--- src/rtl/cmri_pkg.sv ---
// ---------------------------------------------------------------------------
// cmri_pkg
// Shared constants, codes and controller/datapath types of the node frame
// engine.
// ---------------------------------------------------------------------------
package cmri_pkg;

  // Protocol characters.
  localparam logic [7:0] CH_STX = 8'h02;
  localparam logic [7:0] CH_ETX = 8'h03;
  localparam logic [7:0] CH_DLE = 8'h10;
  localparam logic [7:0] CH_SYN = 8'h16;

  // Frame type characters.
  localparam logic [7:0] CH_TYPE_I = 8'h49;
  localparam logic [7:0] CH_TYPE_P = 8'h50;
  localparam logic [7:0] CH_TYPE_R = 8'h52;
  localparam logic [7:0] CH_TYPE_T = 8'h54;

  localparam logic [7:0] ADDR_BIAS    = 8'd65;
  localparam logic [6:0] ADDR_MAX     = 7'd64;
  localparam int         STORE_DEPTH  = 8;
  localparam logic [3:0] MAX_PORT_BYTES = 4'd8;
  localparam int         BUF_SIZE_DEF = 64;

  // Configuration port.
  localparam int CFG_IDX_W  = 3;
  localparam int CFG_DATA_W = 7;
  localparam logic [CFG_IDX_W-1:0] CFG_NODE_ADDRESS   = 3'd0;
  localparam logic [CFG_IDX_W-1:0] CFG_IN_BYTES       = 3'd1;
  localparam logic [CFG_IDX_W-1:0] CFG_OUT_BYTES      = 3'd2;
  localparam logic [CFG_IDX_W-1:0] CFG_INVERT_INPUTS  = 3'd3;
  localparam logic [CFG_IDX_W-1:0] CFG_INVERT_OUTPUTS = 3'd4;

  // Result event codes.
  typedef enum logic [2:0] {
    EV_RESP    = 3'd0,
    EV_OUTPUTS = 3'd1,
    EV_DELAY   = 3'd2,
    EV_ERROR   = 3'd3,
    EV_FOREIGN = 3'd4
  } event_e;

  // What one parsed byte produces.
  typedef enum logic [1:0] {
    RK_NONE,
    RK_ONE,
    RK_POLL
  } result_kind_e;

  typedef struct packed {
    logic take;       // latch the accepted word
    logic commit;     // apply the parse step of the latched word
    logic load;       // load the output register
    logic load_resp;  // load it from the response generator
    logic advance;    // step the response generator
  } ctrl_cmd_t;

  typedef struct packed {
    result_kind_e kind;
    logic         resp_last;
  } dp_stat_t;

endpackage

--- src/rtl/cmri_if.sv ---
// ---------------------------------------------------------------------------
// cmri_in_if / cmri_out_if
// Valid/ready channels carrying received words and result words.
// ---------------------------------------------------------------------------
interface cmri_in_if;
  logic        valid;
  logic        ready;
  logic [7:0]  rx_byte;
  logic [63:0] input_pins;

  modport source (output valid, output rx_byte, output input_pins, input ready);
  modport sink (input valid, input rx_byte, input input_pins, output ready);
endinterface

interface cmri_out_if;
  logic        valid;
  logic        ready;
  logic [2:0]  event_res;
  logic [7:0]  tx_byte;
  logic        last_of_response;
  logic [63:0] output_bits;
  logic [19:0] char_delay_us;

  modport source (output valid, output event_res, output tx_byte,
                  output last_of_response, output output_bits,
                  output char_delay_us, input ready);
  modport sink (input valid, input event_res, input tx_byte,
                input last_of_response, input output_bits,
                input char_delay_us, output ready);
endinterface

--- src/rtl/cmri_node_frame_engine.sv ---
// ---------------------------------------------------------------------------
// cmri_node_frame_engine
// Node side of a serial railroad I/O frame protocol: parses host bytes,
// drives output ports, sets the character delay and answers polls.
// ---------------------------------------------------------------------------
//  Channel   Dir  Contents
//  rx_i      in   rx_byte, input_pins (one received byte with pin sample)
//  tx_o      out  event_res, tx_byte, last_of_response, output_bits,
//                 char_delay_us
//  cfg_*     in   write enable, register index, write data
//
// A word is latched when taken and parsed from that latch in the work state;
// no word is taken until that parse step is done. The ETX of a poll frame
// starts a response burst of up to 22 words at one word per cycle while the
// output register is free, during which no input word is taken. Words that
// produce a result wait in the parse step only when the output register is
// still full; an output word may sit unclaimed while the next input word is
// accepted. Reset clears the parser, the configuration and the character
// delay; the eight-byte data store holds no reset value, and only bytes
// received in the current frame are ever read from it.
// ---------------------------------------------------------------------------
module cmri_node_frame_engine #(
  parameter int BUF_SIZE = cmri_pkg::BUF_SIZE_DEF
) (
  input  logic                            clk_i,
  input  logic                            rst_ni,
  cmri_in_if.sink                         rx_i,
  cmri_out_if.source                      tx_o,
  input  logic                            cfg_we_i,
  input  logic [cmri_pkg::CFG_IDX_W-1:0]  cfg_idx_i,
  input  logic [cmri_pkg::CFG_DATA_W-1:0] cfg_data_i
);

  cmri_pkg::ctrl_cmd_t cmd;
  cmri_pkg::dp_stat_t  stat;

  // The controller owns the handshakes and the sequence of steps; the
  // datapath holds every register that carries frame or payload data.
  cmri_ctrl u_ctrl (
    .clk_i       (clk_i),
    .rst_ni      (rst_ni),
    .in_valid_i  (rx_i.valid),
    .in_ready_o  (rx_i.ready),
    .out_valid_o (tx_o.valid),
    .out_ready_i (tx_o.ready),
    .stat_i      (stat),
    .cmd_o       (cmd)
  );

  cmri_dp #(
    .BUF_SIZE (BUF_SIZE)
  ) u_dp (
    .clk_i        (clk_i),
    .rst_ni       (rst_ni),
    .cfg_we_i     (cfg_we_i),
    .cfg_idx_i    (cfg_idx_i),
    .cfg_data_i   (cfg_data_i),
    .rx_byte_i    (rx_i.rx_byte),
    .input_pins_i (rx_i.input_pins),
    .cmd_i        (cmd),
    .stat_o       (stat),
    .event_o      (tx_o.event_res),
    .tx_byte_o    (tx_o.tx_byte),
    .last_o       (tx_o.last_of_response),
    .bits_o       (tx_o.output_bits),
    .delay_o      (tx_o.char_delay_us)
  );

endmodule

--- src/rtl/cmri_dp.sv ---
// ---------------------------------------------------------------------------
// cmri_dp
// Datapath: configuration registers, frame parser state, data store,
// poll response generator and the output word register.
// ---------------------------------------------------------------------------
module cmri_dp #(
  parameter int BUF_SIZE = cmri_pkg::BUF_SIZE_DEF
) (
  input  logic                            clk_i,
  input  logic                            rst_ni,
  input  logic                            cfg_we_i,
  input  logic [cmri_pkg::CFG_IDX_W-1:0]  cfg_idx_i,
  input  logic [cmri_pkg::CFG_DATA_W-1:0] cfg_data_i,
  input  logic [7:0]                      rx_byte_i,
  input  logic [63:0]                     input_pins_i,
  input  cmri_pkg::ctrl_cmd_t             cmd_i,
  output cmri_pkg::dp_stat_t              stat_o,
  output logic [2:0]                      event_o,
  output logic [7:0]                      tx_byte_o,
  output logic                            last_o,
  output logic [63:0]                     bits_o,
  output logic [19:0]                     delay_o
);

  localparam int CNT_W = $clog2(BUF_SIZE + 2);

  typedef enum logic [2:0] {
    PH_HUNT, PH_ADDR, PH_TYPE, PH_DATA, PH_FLUSH
  } phase_e;

  typedef enum logic [1:0] {
    FT_I, FT_P, FT_R, FT_T
  } ftype_e;

  // Configuration.
  logic [6:0] node_addr_q;
  logic [3:0] in_bytes_q, out_bytes_q;
  logic       inv_in_q, inv_out_q;

  // Parser state.
  phase_e           phase_q, phase_d;
  ftype_e           ftype_q, ftype_d;
  logic             esc_q, esc_d;
  logic [CNT_W-1:0] cnt_q, cnt_d;
  logic [19:0]      delay_q, delay_d;
  logic [7:0]       store_q [cmri_pkg::STORE_DEPTH];
  logic             store_we;

  // Latched input word.
  logic [7:0]  rx_q;
  logic [63:0] pins_q;

  // Response generator.
  logic [2:0] hdr_q;
  logic [3:0] pj_q;
  logic       dle_q;

  cmri_pkg::result_kind_e kind;
  cmri_pkg::event_e       ev;
  logic [7:0]             addr_match;
  logic [3:0]             in_cnt, out_cnt;
  logic [7:0]             d1, d2;
  logic [15:0]            dword;
  logic [63:0]            t_bits;
  logic [7:0]             resp_byte, pin_byte;
  logic                   pin_esc, resp_last;

  assign addr_match = ((node_addr_q > cmri_pkg::ADDR_MAX) ? {1'b0, cmri_pkg::ADDR_MAX}
                                                          : {1'b0, node_addr_q})
                      + cmri_pkg::ADDR_BIAS;
  assign in_cnt  = (in_bytes_q > cmri_pkg::MAX_PORT_BYTES) ? cmri_pkg::MAX_PORT_BYTES
                                                           : in_bytes_q;
  assign out_cnt = (out_bytes_q > cmri_pkg::MAX_PORT_BYTES) ? cmri_pkg::MAX_PORT_BYTES
                                                            : out_bytes_q;

  // Bytes beyond those received read as zero.
  assign d1    = (cnt_q > CNT_W'(1)) ? store_q[1] : 8'h00;
  assign d2    = (cnt_q > CNT_W'(2)) ? store_q[2] : 8'h00;
  assign dword = {d1, d2};

  always_comb begin
    for (int j = 0; j < cmri_pkg::STORE_DEPTH; j++) begin
      if ((CNT_W'(j) < cnt_q) && (4'(j) < out_cnt)) begin
        t_bits[8*j +: 8] = store_q[j] ^ {8{inv_out_q}};
      end else if (4'(j) < out_cnt) begin
        t_bits[8*j +: 8] = {8{inv_out_q}};
      end else begin
        t_bits[8*j +: 8] = 8'h00;
      end
    end
  end

  // Parse step for the latched word.
  always_comb begin
    phase_d  = phase_q;
    ftype_d  = ftype_q;
    esc_d    = esc_q;
    cnt_d    = cnt_q;
    delay_d  = delay_q;
    store_we = 1'b0;
    kind     = cmri_pkg::RK_NONE;
    ev       = cmri_pkg::EV_ERROR;
    case (phase_q)
      PH_HUNT: begin
        if (rx_q == cmri_pkg::CH_STX) begin
          phase_d = PH_ADDR;
        end
      end
      PH_ADDR: begin
        esc_d = 1'b0;
        if (rx_q == addr_match) begin
          phase_d = PH_TYPE;
        end else begin
          phase_d = PH_FLUSH;
          kind    = cmri_pkg::RK_ONE;
          ev      = cmri_pkg::EV_FOREIGN;
        end
      end
      PH_TYPE: begin
        cnt_d   = '0;
        esc_d   = 1'b0;
        phase_d = PH_DATA;
        case (rx_q)
          cmri_pkg::CH_TYPE_I: ftype_d = FT_I;
          cmri_pkg::CH_TYPE_P: ftype_d = FT_P;
          cmri_pkg::CH_TYPE_R: ftype_d = FT_R;
          cmri_pkg::CH_TYPE_T: ftype_d = FT_T;
          default: begin
            phase_d = PH_FLUSH;
            kind    = cmri_pkg::RK_ONE;
            ev      = cmri_pkg::EV_ERROR;
          end
        endcase
      end
      PH_DATA: begin
        if (esc_q) begin
          esc_d    = 1'b0;
          store_we = 1'b1;
        end else if (rx_q == cmri_pkg::CH_DLE) begin
          esc_d = 1'b1;
        end else if (rx_q == cmri_pkg::CH_STX) begin
          phase_d = PH_ADDR;
        end else if (rx_q == cmri_pkg::CH_ETX) begin
          phase_d = PH_HUNT;
          case (ftype_q)
            FT_I: begin
              delay_d = {1'b0, dword, 3'b000} + {3'b000, dword, 1'b0};
              kind    = cmri_pkg::RK_ONE;
              ev      = cmri_pkg::EV_DELAY;
            end
            FT_T: begin
              kind = cmri_pkg::RK_ONE;
              ev   = cmri_pkg::EV_OUTPUTS;
            end
            FT_P:    kind = cmri_pkg::RK_POLL;
            default: kind = cmri_pkg::RK_NONE;
          endcase
        end else begin
          store_we = 1'b1;
        end
        if (store_we) begin
          cnt_d = cnt_q + CNT_W'(1);
          if (cnt_q >= CNT_W'(BUF_SIZE)) begin
            phase_d = PH_FLUSH;
            esc_d   = 1'b0;
            kind    = cmri_pkg::RK_ONE;
            ev      = cmri_pkg::EV_ERROR;
          end
        end
      end
      default: begin
        if (esc_q) begin
          esc_d = 1'b0;
        end else if (rx_q == cmri_pkg::CH_DLE) begin
          esc_d = 1'b1;
        end else if (rx_q == cmri_pkg::CH_ETX) begin
          phase_d = PH_HUNT;
        end
      end
    endcase
  end

  // Poll response byte selection.
  assign pin_byte  = pins_q[8*pj_q[2:0] +: 8] ^ {8{inv_in_q}};
  assign pin_esc   = pin_byte inside {cmri_pkg::CH_STX, cmri_pkg::CH_ETX, cmri_pkg::CH_DLE};
  assign resp_last = (hdr_q == 3'd5) && (pj_q >= in_cnt);

  always_comb begin
    case (hdr_q)
      3'd0, 3'd1: resp_byte = cmri_pkg::CH_SYN;
      3'd2:       resp_byte = cmri_pkg::CH_STX;
      3'd3:       resp_byte = addr_match;
      3'd4:       resp_byte = cmri_pkg::CH_TYPE_R;
      default: begin
        if (resp_last) begin
          resp_byte = cmri_pkg::CH_ETX;
        end else if (pin_esc && !dle_q) begin
          resp_byte = cmri_pkg::CH_DLE;
        end else begin
          resp_byte = pin_byte;
        end
      end
    endcase
  end

  assign stat_o.kind      = kind;
  assign stat_o.resp_last = resp_last;

  always_ff @(posedge clk_i or negedge rst_ni) begin
    if (!rst_ni) begin
      node_addr_q <= '0;
      in_bytes_q  <= '0;
      out_bytes_q <= '0;
      inv_in_q    <= 1'b0;
      inv_out_q   <= 1'b0;
      phase_q     <= PH_HUNT;
      ftype_q     <= FT_I;
      esc_q       <= 1'b0;
      cnt_q       <= '0;
      delay_q     <= '0;
      hdr_q       <= '0;
      pj_q        <= '0;
      dle_q       <= 1'b0;
    end else begin
      if (cfg_we_i) begin
        case (cfg_idx_i)
          cmri_pkg::CFG_NODE_ADDRESS:   node_addr_q <= cfg_data_i;
          cmri_pkg::CFG_IN_BYTES:       in_bytes_q  <= cfg_data_i[3:0];
          cmri_pkg::CFG_OUT_BYTES:      out_bytes_q <= cfg_data_i[3:0];
          cmri_pkg::CFG_INVERT_INPUTS:  inv_in_q    <= cfg_data_i[0];
          cmri_pkg::CFG_INVERT_OUTPUTS: inv_out_q   <= cfg_data_i[0];
          default: ;
        endcase
      end
      if (cmd_i.commit) begin
        phase_q <= phase_d;
        ftype_q <= ftype_d;
        esc_q   <= esc_d;
        cnt_q   <= cnt_d;
        delay_q <= delay_d;
        if (kind == cmri_pkg::RK_POLL) begin
          hdr_q <= '0;
          pj_q  <= '0;
          dle_q <= 1'b0;
        end
      end
      if (cmd_i.advance) begin
        if (hdr_q != 3'd5) begin
          hdr_q <= hdr_q + 3'd1;
        end else if (!resp_last) begin
          if (pin_esc && !dle_q) begin
            dle_q <= 1'b1;
          end else begin
            dle_q <= 1'b0;
            pj_q  <= pj_q + 4'd1;
          end
        end
      end
    end
  end

  // Payload registers: data store, latched word and output word.
  always_ff @(posedge clk_i) begin
    if (cmd_i.commit && store_we && (cnt_q < CNT_W'(cmri_pkg::STORE_DEPTH))) begin
      store_q[cnt_q[2:0]] <= rx_q;
    end
    if (cmd_i.take) begin
      rx_q   <= rx_byte_i;
      pins_q <= input_pins_i;
    end
    if (cmd_i.load) begin
      if (cmd_i.load_resp) begin
        event_o   <= cmri_pkg::EV_RESP;
        tx_byte_o <= resp_byte;
        last_o    <= resp_last;
        bits_o    <= '0;
        delay_o   <= delay_q;
      end else begin
        event_o   <= ev;
        tx_byte_o <= 8'h00;
        last_o    <= 1'b0;
        bits_o    <= (ev == cmri_pkg::EV_OUTPUTS) ? t_bits : 64'h0;
        delay_o   <= delay_d;
      end
    end
  end

endmodule

--- src/rtl/cmri_ctrl.sv ---
// ---------------------------------------------------------------------------
// cmri_ctrl
// Controller: sequences word intake, the parse step, the poll response
// burst and the output register's valid flag.
// ---------------------------------------------------------------------------
module cmri_ctrl (
  input  logic                clk_i,
  input  logic                rst_ni,
  input  logic                in_valid_i,
  output logic                in_ready_o,
  output logic                out_valid_o,
  input  logic                out_ready_i,
  input  cmri_pkg::dp_stat_t  stat_i,
  output cmri_pkg::ctrl_cmd_t cmd_o
);

  typedef enum logic [1:0] {
    ST_IDLE, ST_WORK, ST_POLL
  } state_e;

  state_e state_q, state_d;
  logic   out_valid_q, out_valid_d;
  logic   out_free;

  assign out_free    = !out_valid_q || out_ready_i;
  assign in_ready_o  = (state_q == ST_IDLE);
  assign out_valid_o = out_valid_q;

  always_comb begin
    state_d     = state_q;
    cmd_o       = '0;
    out_valid_d = out_valid_q && !out_ready_i;
    case (state_q)
      ST_IDLE: begin
        if (in_valid_i) begin
          cmd_o.take = 1'b1;
          state_d    = ST_WORK;
        end
      end
      ST_WORK: begin
        case (stat_i.kind)
          cmri_pkg::RK_ONE: begin
            if (out_free) begin
              cmd_o.commit = 1'b1;
              cmd_o.load   = 1'b1;
              out_valid_d  = 1'b1;
              state_d      = ST_IDLE;
            end
          end
          cmri_pkg::RK_POLL: begin
            cmd_o.commit = 1'b1;
            state_d      = ST_POLL;
          end
          default: begin
            cmd_o.commit = 1'b1;
            state_d      = ST_IDLE;
          end
        endcase
      end
      ST_POLL: begin
        if (out_free) begin
          cmd_o.load      = 1'b1;
          cmd_o.load_resp = 1'b1;
          cmd_o.advance   = 1'b1;
          out_valid_d     = 1'b1;
          if (stat_i.resp_last) begin
            state_d = ST_IDLE;
          end
        end
      end
      default: state_d = ST_IDLE;
    endcase
  end

  always_ff @(posedge clk_i or negedge rst_ni) begin
    if (!rst_ni) begin
      state_q     <= ST_IDLE;
      out_valid_q <= 1'b0;
    end else begin
      state_q     <= state_d;
      out_valid_q <= out_valid_d;
    end
  end

endmodule

--- src/flat_wrapper.sv ---
// flat-port wrapper written by rule: the top's interface ports become plain ports
module cmri_node_frame_engine_flat 
#(
  parameter int BUF_SIZE = cmri_pkg::BUF_SIZE_DEF
)
  (clk_i, rst_ni, cfg_we_i, cfg_idx_i, cfg_data_i, rx_i_valid, rx_i_rx_byte, rx_i_input_pins, rx_i_ready, tx_o_valid, tx_o_event_res, tx_o_tx_byte, tx_o_last_of_response, tx_o_output_bits, tx_o_char_delay_us, tx_o_ready);
  cmri_in_if rx_i_i ();
  cmri_out_if tx_o_i ();
  input  logic clk_i;
  input  logic rst_ni;
  input  logic cfg_we_i;
  input  logic [cmri_pkg::CFG_IDX_W-1:0] cfg_idx_i;
  input  logic [cmri_pkg::CFG_DATA_W-1:0] cfg_data_i;
  input wire logic [$bits(rx_i_i.valid)-1:0] rx_i_valid;
  input wire logic [$bits(rx_i_i.rx_byte)-1:0] rx_i_rx_byte;
  input wire logic [$bits(rx_i_i.input_pins)-1:0] rx_i_input_pins;
  output wire logic [$bits(rx_i_i.ready)-1:0] rx_i_ready;
  output wire logic [$bits(tx_o_i.valid)-1:0] tx_o_valid;
  output wire logic [$bits(tx_o_i.event_res)-1:0] tx_o_event_res;
  output wire logic [$bits(tx_o_i.tx_byte)-1:0] tx_o_tx_byte;
  output wire logic [$bits(tx_o_i.last_of_response)-1:0] tx_o_last_of_response;
  output wire logic [$bits(tx_o_i.output_bits)-1:0] tx_o_output_bits;
  output wire logic [$bits(tx_o_i.char_delay_us)-1:0] tx_o_char_delay_us;
  input wire logic [$bits(tx_o_i.ready)-1:0] tx_o_ready;
  assign rx_i_i.valid = rx_i_valid;
  assign rx_i_i.rx_byte = rx_i_rx_byte;
  assign rx_i_i.input_pins = rx_i_input_pins;
  assign rx_i_ready = rx_i_i.ready;
  assign tx_o_valid = tx_o_i.valid;
  assign tx_o_event_res = tx_o_i.event_res;
  assign tx_o_tx_byte = tx_o_i.tx_byte;
  assign tx_o_last_of_response = tx_o_i.last_of_response;
  assign tx_o_output_bits = tx_o_i.output_bits;
  assign tx_o_char_delay_us = tx_o_i.char_delay_us;
  assign tx_o_i.ready = tx_o_ready;
  cmri_node_frame_engine #(.BUF_SIZE(BUF_SIZE)) u_core (.clk_i(clk_i), .rst_ni(rst_ni), .rx_i(rx_i_i), .tx_o(tx_o_i), .cfg_we_i(cfg_we_i), .cfg_idx_i(cfg_idx_i), .cfg_data_i(cfg_data_i));
endmodule
--- config.mk ---
export PLATFORM = sky130hd
export DESIGN_NAME = cmri_node_frame_engine_flat
export DESIGN_NICKNAME = d
export VERILOG_FILES = /design/src/rtl/cmri_pkg.sv /design/src/rtl/cmri_if.sv /design/src/rtl/cmri_node_frame_engine.sv /design/src/rtl/cmri_dp.sv /design/src/rtl/cmri_ctrl.sv /design/src/flat_wrapper.sv
export SDC_FILE = /design/constraint.sdc
export NUM_CORES = 1
export LEC_CHECK = 0
export BUFFER_PORTS_ARGS = -buffer_cell sky130_fd_sc_hd__buf_4
export CORE_AREA = 2 2 215 217
export DETAILED_ROUTE_END_ITERATION = 12
export DIE_AREA = 0 0 217 219
export PLACE_DENSITY_LB_ADDON = 0.05
export SLEW_MARGIN = 10
export SYNTH_ARGS = -nofsm -noshare
export SYNTH_HDL_FRONTEND = slang
export SYNTH_SLANG_ARGS = --single-unit
--- constraint.sdc ---
create_clock -name clk_i -period 9.25 [get_ports clk_i]
set_input_delay 0.4625 -clock clk_i [delete_from_list [all_inputs] [get_ports clk_i]]
set_output_delay 0.4625 -clock clk_i [all_outputs]
set_load 0.01 [all_outputs]
== Yosys cells after proc, flatten, opt, wreduce, memory -nomap -nowiden ==
Memory sizes are Yosys's and may differ from the RTL's.
Cells that the tools add are included.
Word-level totals
  register bits: 229
  RAM bits: 64
  bits of input ports: 87
  output and inout bits: 98
  word-level logic and storage cells: 255
  memories: 1
Operators by class
  $add $sub $neg: 5
  order comparisons: 24
  equality and inequality tests: 39
  shift-type cells: 1
  muxes and demuxes: 112
  bitwise operators: 11
  reductions and logical operators: 40
Memory list
  u_core.u_dp.store_q: depth 8, width 8, read ports 8, clocked after Yosys merged registers in 0, wr ports 1, RTL line cmri_dp.sv:46  | logic [7:0] store_q [cmri_pkg::STORE_DEPTH];
Operators with widths (count)
  two-way mux 8 bit: 20
  two-way mux 20 bit: 7
  XOR 8 bit: 9
  indexed part select 64 x 7 -> 8 bit: 1
  two-way mux 3 bit: 19
  == test 8 x 2 -> 1 bit, second input constant: 4
  == test 8 x 7 -> 1 bit, second input constant: 4
  two-way mux 2 bit: 16
  two-way mux 4 bit: 8
  one-hot mux 8 bit (4 select lines): 1
  less-than comparator 3 x 7 -> 1 bit, first input constant: 4
  two-way mux 1 bit: 27
  adder 19 x 17 -> 20 bit: 1
  == test 3 x 2 -> 1 bit, second input constant: 6
  == test 8 x 5 -> 1 bit, second input constant: 2
  less-than comparator 3 x 4 -> 1 bit, first input constant: 4
  less-than comparator 1 x 7 -> 1 bit, first input constant: 2
  less-than comparator 2 x 7 -> 1 bit, first input constant: 2
  two-way mux 7 bit: 2
  one-hot mux 7 bit (2 select lines): 1
  logical AND 1 bit: 13
  == test 3 x 1 -> 1 bit, second input constant: 4
  one-hot mux 2 bit (2 select lines): 3
  one-hot mux 2 bit (3 select lines): 2
  other kinds (39): 70

== Longest topological paths before layout ==
  depth after elaboration: 18
  depth in mapped cells: 15
  depth with buffers taken out: 14

== Hierarchy ==
Synthesis repeated with hierarchy kept, for this count alone.
Unflattened totals
  cell total of the unflattened synthesis: 1050
  area, all modules: 13782.0 um^2
Modules (own cells, without submodules)
  cmri_dp: times used 1, cells an instance 1019, area an instance 13499.2 um^2, sequential area each 8418.1 um^2
  cmri_ctrl: times used 1, cells an instance 31, area an instance 282.8 um^2, sequential area each 75.1 um^2

== Least setup slack after synthesis ==
OpenSTA, ideal clock, no wires.
  kind: reg2reg
  start: reg u_core.u_dp.rx_q[3]
  end: reg u_core.u_dp.bits_o[0], enable pin
  setup time: 0.552 ns
  arrival: 6.103 ns
  slack: 2.595 ns
  stages on the path, launching flop included: 9
  buffers on the path: 0
  path through: edfxtp_1 or3_1 or3_4 nor4_2 nor3b_1 nor2_1 nand2_1 a21oi_1 nor2_1
RTL lines
  start, declared: RTL line cmri_dp.sv:50  | logic [7:0] rx_q;
  start signal, assigned: RTL line cmri_dp.sv:268  | rx_q <= rx_byte_i;
  end signal, assigned: RTL line cmri_dp.sv:282  | bits_o <= (ev == cmri_pkg::EV_OUTPUTS) ? t_bits : 64'h0;
  end, declared: RTL line cmri_dp.sv:21  | output logic [63:0] bits_o,

== Worst setup path after layout ==
  start: reg u_core.u_dp.rx_q[2]
  end: mem u_core.u_dp.store_q[5][3], enable pin
On the way
  word-level cells in the longest chain between the ends: 15
Ends and longest elaborated chain
  == test 8 x 2 -> 1 bit: RTL line cmri_dp.sv:143  | end else if (rx_q == cmri_pkg::CH_ETX) begin
  two-way mux 2 bit or two-way mux 1 bit (tied branches): RTL line cmri_dp.sv:143
  two-way mux 2 bit or two-way mux 1 bit (tied branches): RTL line cmri_dp.sv:141  | end else if (rx_q == cmri_pkg::CH_STX) begin
  two-way mux 2 bit or two-way mux 1 bit (tied branches): RTL line cmri_dp.sv:139  | end else if (rx_q == cmri_pkg::CH_DLE) begin
  two-way mux 2 bit or two-way mux 1 bit (tied branches): RTL line cmri_dp.sv:136  | if (esc_q) begin
  two-way mux 2 bit or two-way mux 1 bit (tied branches): RTL line cmri_dp.sv:163, cmri_dp.sv:103
  two-way mux 2 bit: RTL line cmri_dp.sv:161  | if (store_we) begin
  one-hot mux 2 bit (3 select lines): RTL line cmri_dp.sv:103  | case (phase_q)
  == test 2 x 1 -> 1 bit: RTL line cmri_ctrl.sv:41  | case (stat_i.kind)
  two-way mux 1 bit: RTL line cmri_ctrl.sv:41
  two-way mux 1 bit: RTL line cmri_ctrl.sv:33  | case (state_q)
  logical AND 1 bit * (2 in a row): RTL line cmri_dp.sv:264  | if (cmd_i.commit && store_we && (cnt_q < CNT_W'(cmri_pkg::STORE_DEPTH))) begin
  two-way mux 1 bit *: RTL line cmri_dp.sv:264
  two-way mux 1 bit (not written as such) *: RTL line cmri_dp.sv:265  | store_q[cnt_q[2:0]] <= rx_q;
  end, declared: RTL line cmri_dp.sv:46
Every way passes the cells marked *; elsewhere a longest branch is shown, timed or not. The select of a mux whose other input is x is not followed.

==> summary.md <==
| Metric | Value |
|---|---|
| Run status | `completed` |
| Chip Width | `217 um` |
| Netlist cell types | `68` |
| Clock Root Buffer | `clkbuf_16` |
| Syn_nets | `1156` |
| CP Buf/Inv Count | `1` |
| Reg2reg start | `u_core.u_dp.rx_q[2]` |
| R2R cell count | `9` |
| Final core occ | `0.373` |
| Internal power | `2.77 mW` |
| CP required | `9.41 ns` |
| Warnings, synthesis | `0` |
| EDFF count, synth | `232` |
| FILL cells | `4470` |
| Port Buffers | `184` |
| First drt pass iteration count | `5` |
| Syn Area/Cell | `12.9 um2` |
| Register area share after synthesis | `0.635` |
| Peak VDD IR | `0.127 mV` |
| GRT Total Usage | `0.141` |
| Crit path max-delay family | `simple AND/OR/NAND/NOR gates` |
| Via/cell ratio | `4.53` |
| Die area | `47500 um2` |
| Cells after Synth | `1034` |
| Total CTS buffers | `36` |
| Maxcap violations | `0` |
| Tightest Hold Check Type | `primary input to async pin` |
| Clock sink count | `293` |
| Crit path launch type | `flop` |
| Largest net degree at the start of global routing | `73` |
| Uppermost layer routed | `met4` |
| Clock network power share | `0.415` |
| R2r setup slk | `4.81 ns` |
| Cell Area, Synth | `13400 um2` |
| DR iter-0 viols | `449` |
| Crit Path Class | `flop to flop` |
| Top cells by area, synth | `edfxtp_1 (52%), dfrtp_1 (11%), xor2_1 (3.9%)` |
| Clk Latency, worst-skew pair | `0.55 ns` |
| TritonCTS clock tree | `yes` |
| Clk_skew | `0.0341 ns` |
| Grt ovf | `0` |
| Nets | `1359` |
| RSZ-0062 raised after global routing | `false` |
| Share of cells above drive strength 1 | `0.251` |
| Reg clk slew, reported paths | `0.06 ns` |
| Post-synth top flop | `edfxtp_1` |
| CTS resizes | `0` |
| H-Tree Depth | `2` |
| Initial Util | `0.297` |
| Switching share of total power | `0.257` |
| Hold Vio Cnt, Final | `0` |
| Post-synth top area share | `0.521` |
| Clock tree buffer depth | `3` |
| Slew Viols, Final | `0` |
| First-pass GRT wire length | `51100 um` |
| Final WL | `32900 um` |
| Psw | `958 uW` |
| Max FO, Critical Path | `18` |
| CP endpoint kind | `flop` |
| Row cnt | `78` |
| Tmin final | `4.44 ns` |
| Wire per inst | `17.7 um` |
| TNS Setup | `0 ns` |
| Max-Slew Margin vs Limit | `0.271` |
| Worst setup path end | `u_core.u_dp.store_q[5][3]` |
| Vias in the first global route | `8797` |
| P&R area growth vs syn | `25.8%` |
| CP max-delay cell | `nor3_1` |
| Metal3 WL | `1560 um` |
| DR DRC count | `0` |
| WP depth | `9` |
| Sequential share of power | `0.442` |
| I/O pins | `185` |
| Post-CTS Setup Bufs | `0` |
| Async S/R FF share, synth | `0.208` |
| Routed vias | `8453` |
| Slew @ Worst Pin | `1.08 ns` |
| CP most frequent cell | `nor4b_1` |
| Fin Hold WS | `0.0413 ns` |
| Final HPWL DP | `23100 um` |
| Crit path largest cell delay | `0.98 ns` |
| Final setup fails | `0` |
| Reg2reg end | `u_core.u_dp.store_q[5][3]` |
| WL met1 | `14500 um` |
| Core area | `45100 um2` |
| Critical path origin | `u_core.u_dp.rx_q[2]` |
| Combinational power share | `0.143` |
| # diodes | `0` |
| Initial antenna violation count | `0` |
| CP Data Arrival Time | `4.60 ns` |
| Seq cells post-synth | `293` |
| Max Fclk | `225 MHz` |
| Placer Congestion | `0.795` |
| Yosys top cell by area | `edfxtp_1` |
| Met2 wire length | `16100 um` |
| CP cell instances | `nor4b_1, a22oi_1, nor4b_1, o2bb2ai_1, nor2_1, a21oi_2, buf_4, nand4b_1, nor3_1` |
| Leakage | `6.27 nW` |
| # hold bufs at CTS | `0` |
| Final Cycle Share | `0.480` |
| Power density over the cells | `222 nW/um2` |
| DIE HEIGHT | `219 um` |
| Post-route ant nets | `0` |
## state kept, by name, summed over array words and instances, names as in the netlist, 4 cells and up
name and count:
u_core.u_dp.in_bytes_q 4, u_core.u_dp.out_bytes_q 4, u_core.u_dp.rx_q 8, u_core.u_dp.delay_o 20
u_core.u_dp.store_q 64, u_core.u_dp.node_addr_q 7, u_core.u_dp.tx_byte_o 8, u_core.u_dp.delay_q 20
u_core.u_dp.cnt_q 7, u_core.u_dp.pins_q 64, u_core.u_dp.bits_o 64, u_core.u_dp.pj_q 4
## routing by layer
layer	vias up	global-route usage
li1	4168	-
met4	0	0.0500
met5	-	0
met3	42	0.0287
met2	195	0.238
met1	4048	0.178
## placed cells by master, fill, tap and decap left out, types with 5 or more instances in the layout
cell and count:
nand2_1 125, a21o_1 8, inv_1 21, nor2b_1 16
nand2b_1 16, ha_1 34, clkbuf_1 6, nor4_1 7
dfrtp_1 60, mux2_2 27, clkinv_2 6, clkbuf_16 38
xnor2_1 34, o31ai_1 8, nand3_1 23, and2_1 20
o21ai_0 55, mux2i_1 11, xor2_1 60, nor2_1 92
nor3_1 10, buf_4 203, nand4_1 5, mux4_2 16
bufinv_16 8, edfxtp_1 232, nor3b_1 5, clkinv_1 5
a21oi_1 24, o211ai_1 6
## metrics by stage
step                      setup WS (ns)  instance area (um2)  cells  power, mW
after floorplan                    2.59                13400   1034       2.03
after global placement             4.86                15500   1799       2.22
after detailed placement           4.80                15500   1799       2.22
after CTS                          4.73                16800   1865       3.80
after global routing               4.23                16800   1865       3.92
final                              4.81                16800   1865       3.73
## kinds of logic after synthesis
kind of cell | after synthesis | synth area share
AOI/OAI and AO/OA | 146 | 0.0688
and+or+nand+nor | 350 | 0.125
adders and majority gates | 35 | 0.0333
DFF | 293 | 0.635
xor gates and xnor gates | 94 | 0.0616
buffers and inverters | 62 | 0.0182
muxes | 54 | 0.0579
## final cells by class
cell class	count	area (um2)	share of cell area
Sequential cell	293	8500	0.505
Multi-Input combinational cell	679	4650	0.276
Timing Repair Buffer	203	1520	0.0906
Clock buffer	46	1000	0.0595
Tap cell	600	751	0.0446
Clock inverter	20	313	0.0186
Inverter	24	90.1	0.00535
## synth_stat cells, types with 21 or more instances
library cell	instances
edfxtp_1	232
and2_1	21
ha_1	34
o21ai_0	55
xor2_1	60
mux2_2	27
dfrtp_1	61
a21oi_1	24
clkbuf_1	32
nand3_1	23
xnor2_1	34
nand2_1	125
inv_1	21
nor2_1	93
## worst min path at each step
stage	startpoint	end	slack [ns]	cells past startpoint
finish	rst_ni	u_core.u_dp.dle_q	0.04	1
global route	rx_i_input_pins[17]	u_core.u_dp.pins_q[17]	0.05	1
CTS	rx_i_input_pins[17]	u_core.u_dp.pins_q[17]	0.04	1
detailed placement	u_core.u_dp.delay_q[0]	u_core.u_dp.delay_q[0]	0.46	1
global placement	u_core.u_dp.delay_q[15]	u_core.u_dp.delay_q[15]	0.46	2
floorplan	rst_ni	u_core.u_ctrl.out_valid_o	0.17	0
## power groups by stage
stage	Clock (mW)	Combinational, mW	Sequential [mW]
2_1_floorplan	0	0.406	1.62
3_3_place_gp	0	0.550	1.67
3_5_place_dp	0	0.547	1.68
4_1_cts	1.60	0.549	1.65
5_1_grt	1.66	0.601	1.66
6_report	1.55	0.535	1.65
Note: power is estimated with default switching activity, not from simulation.
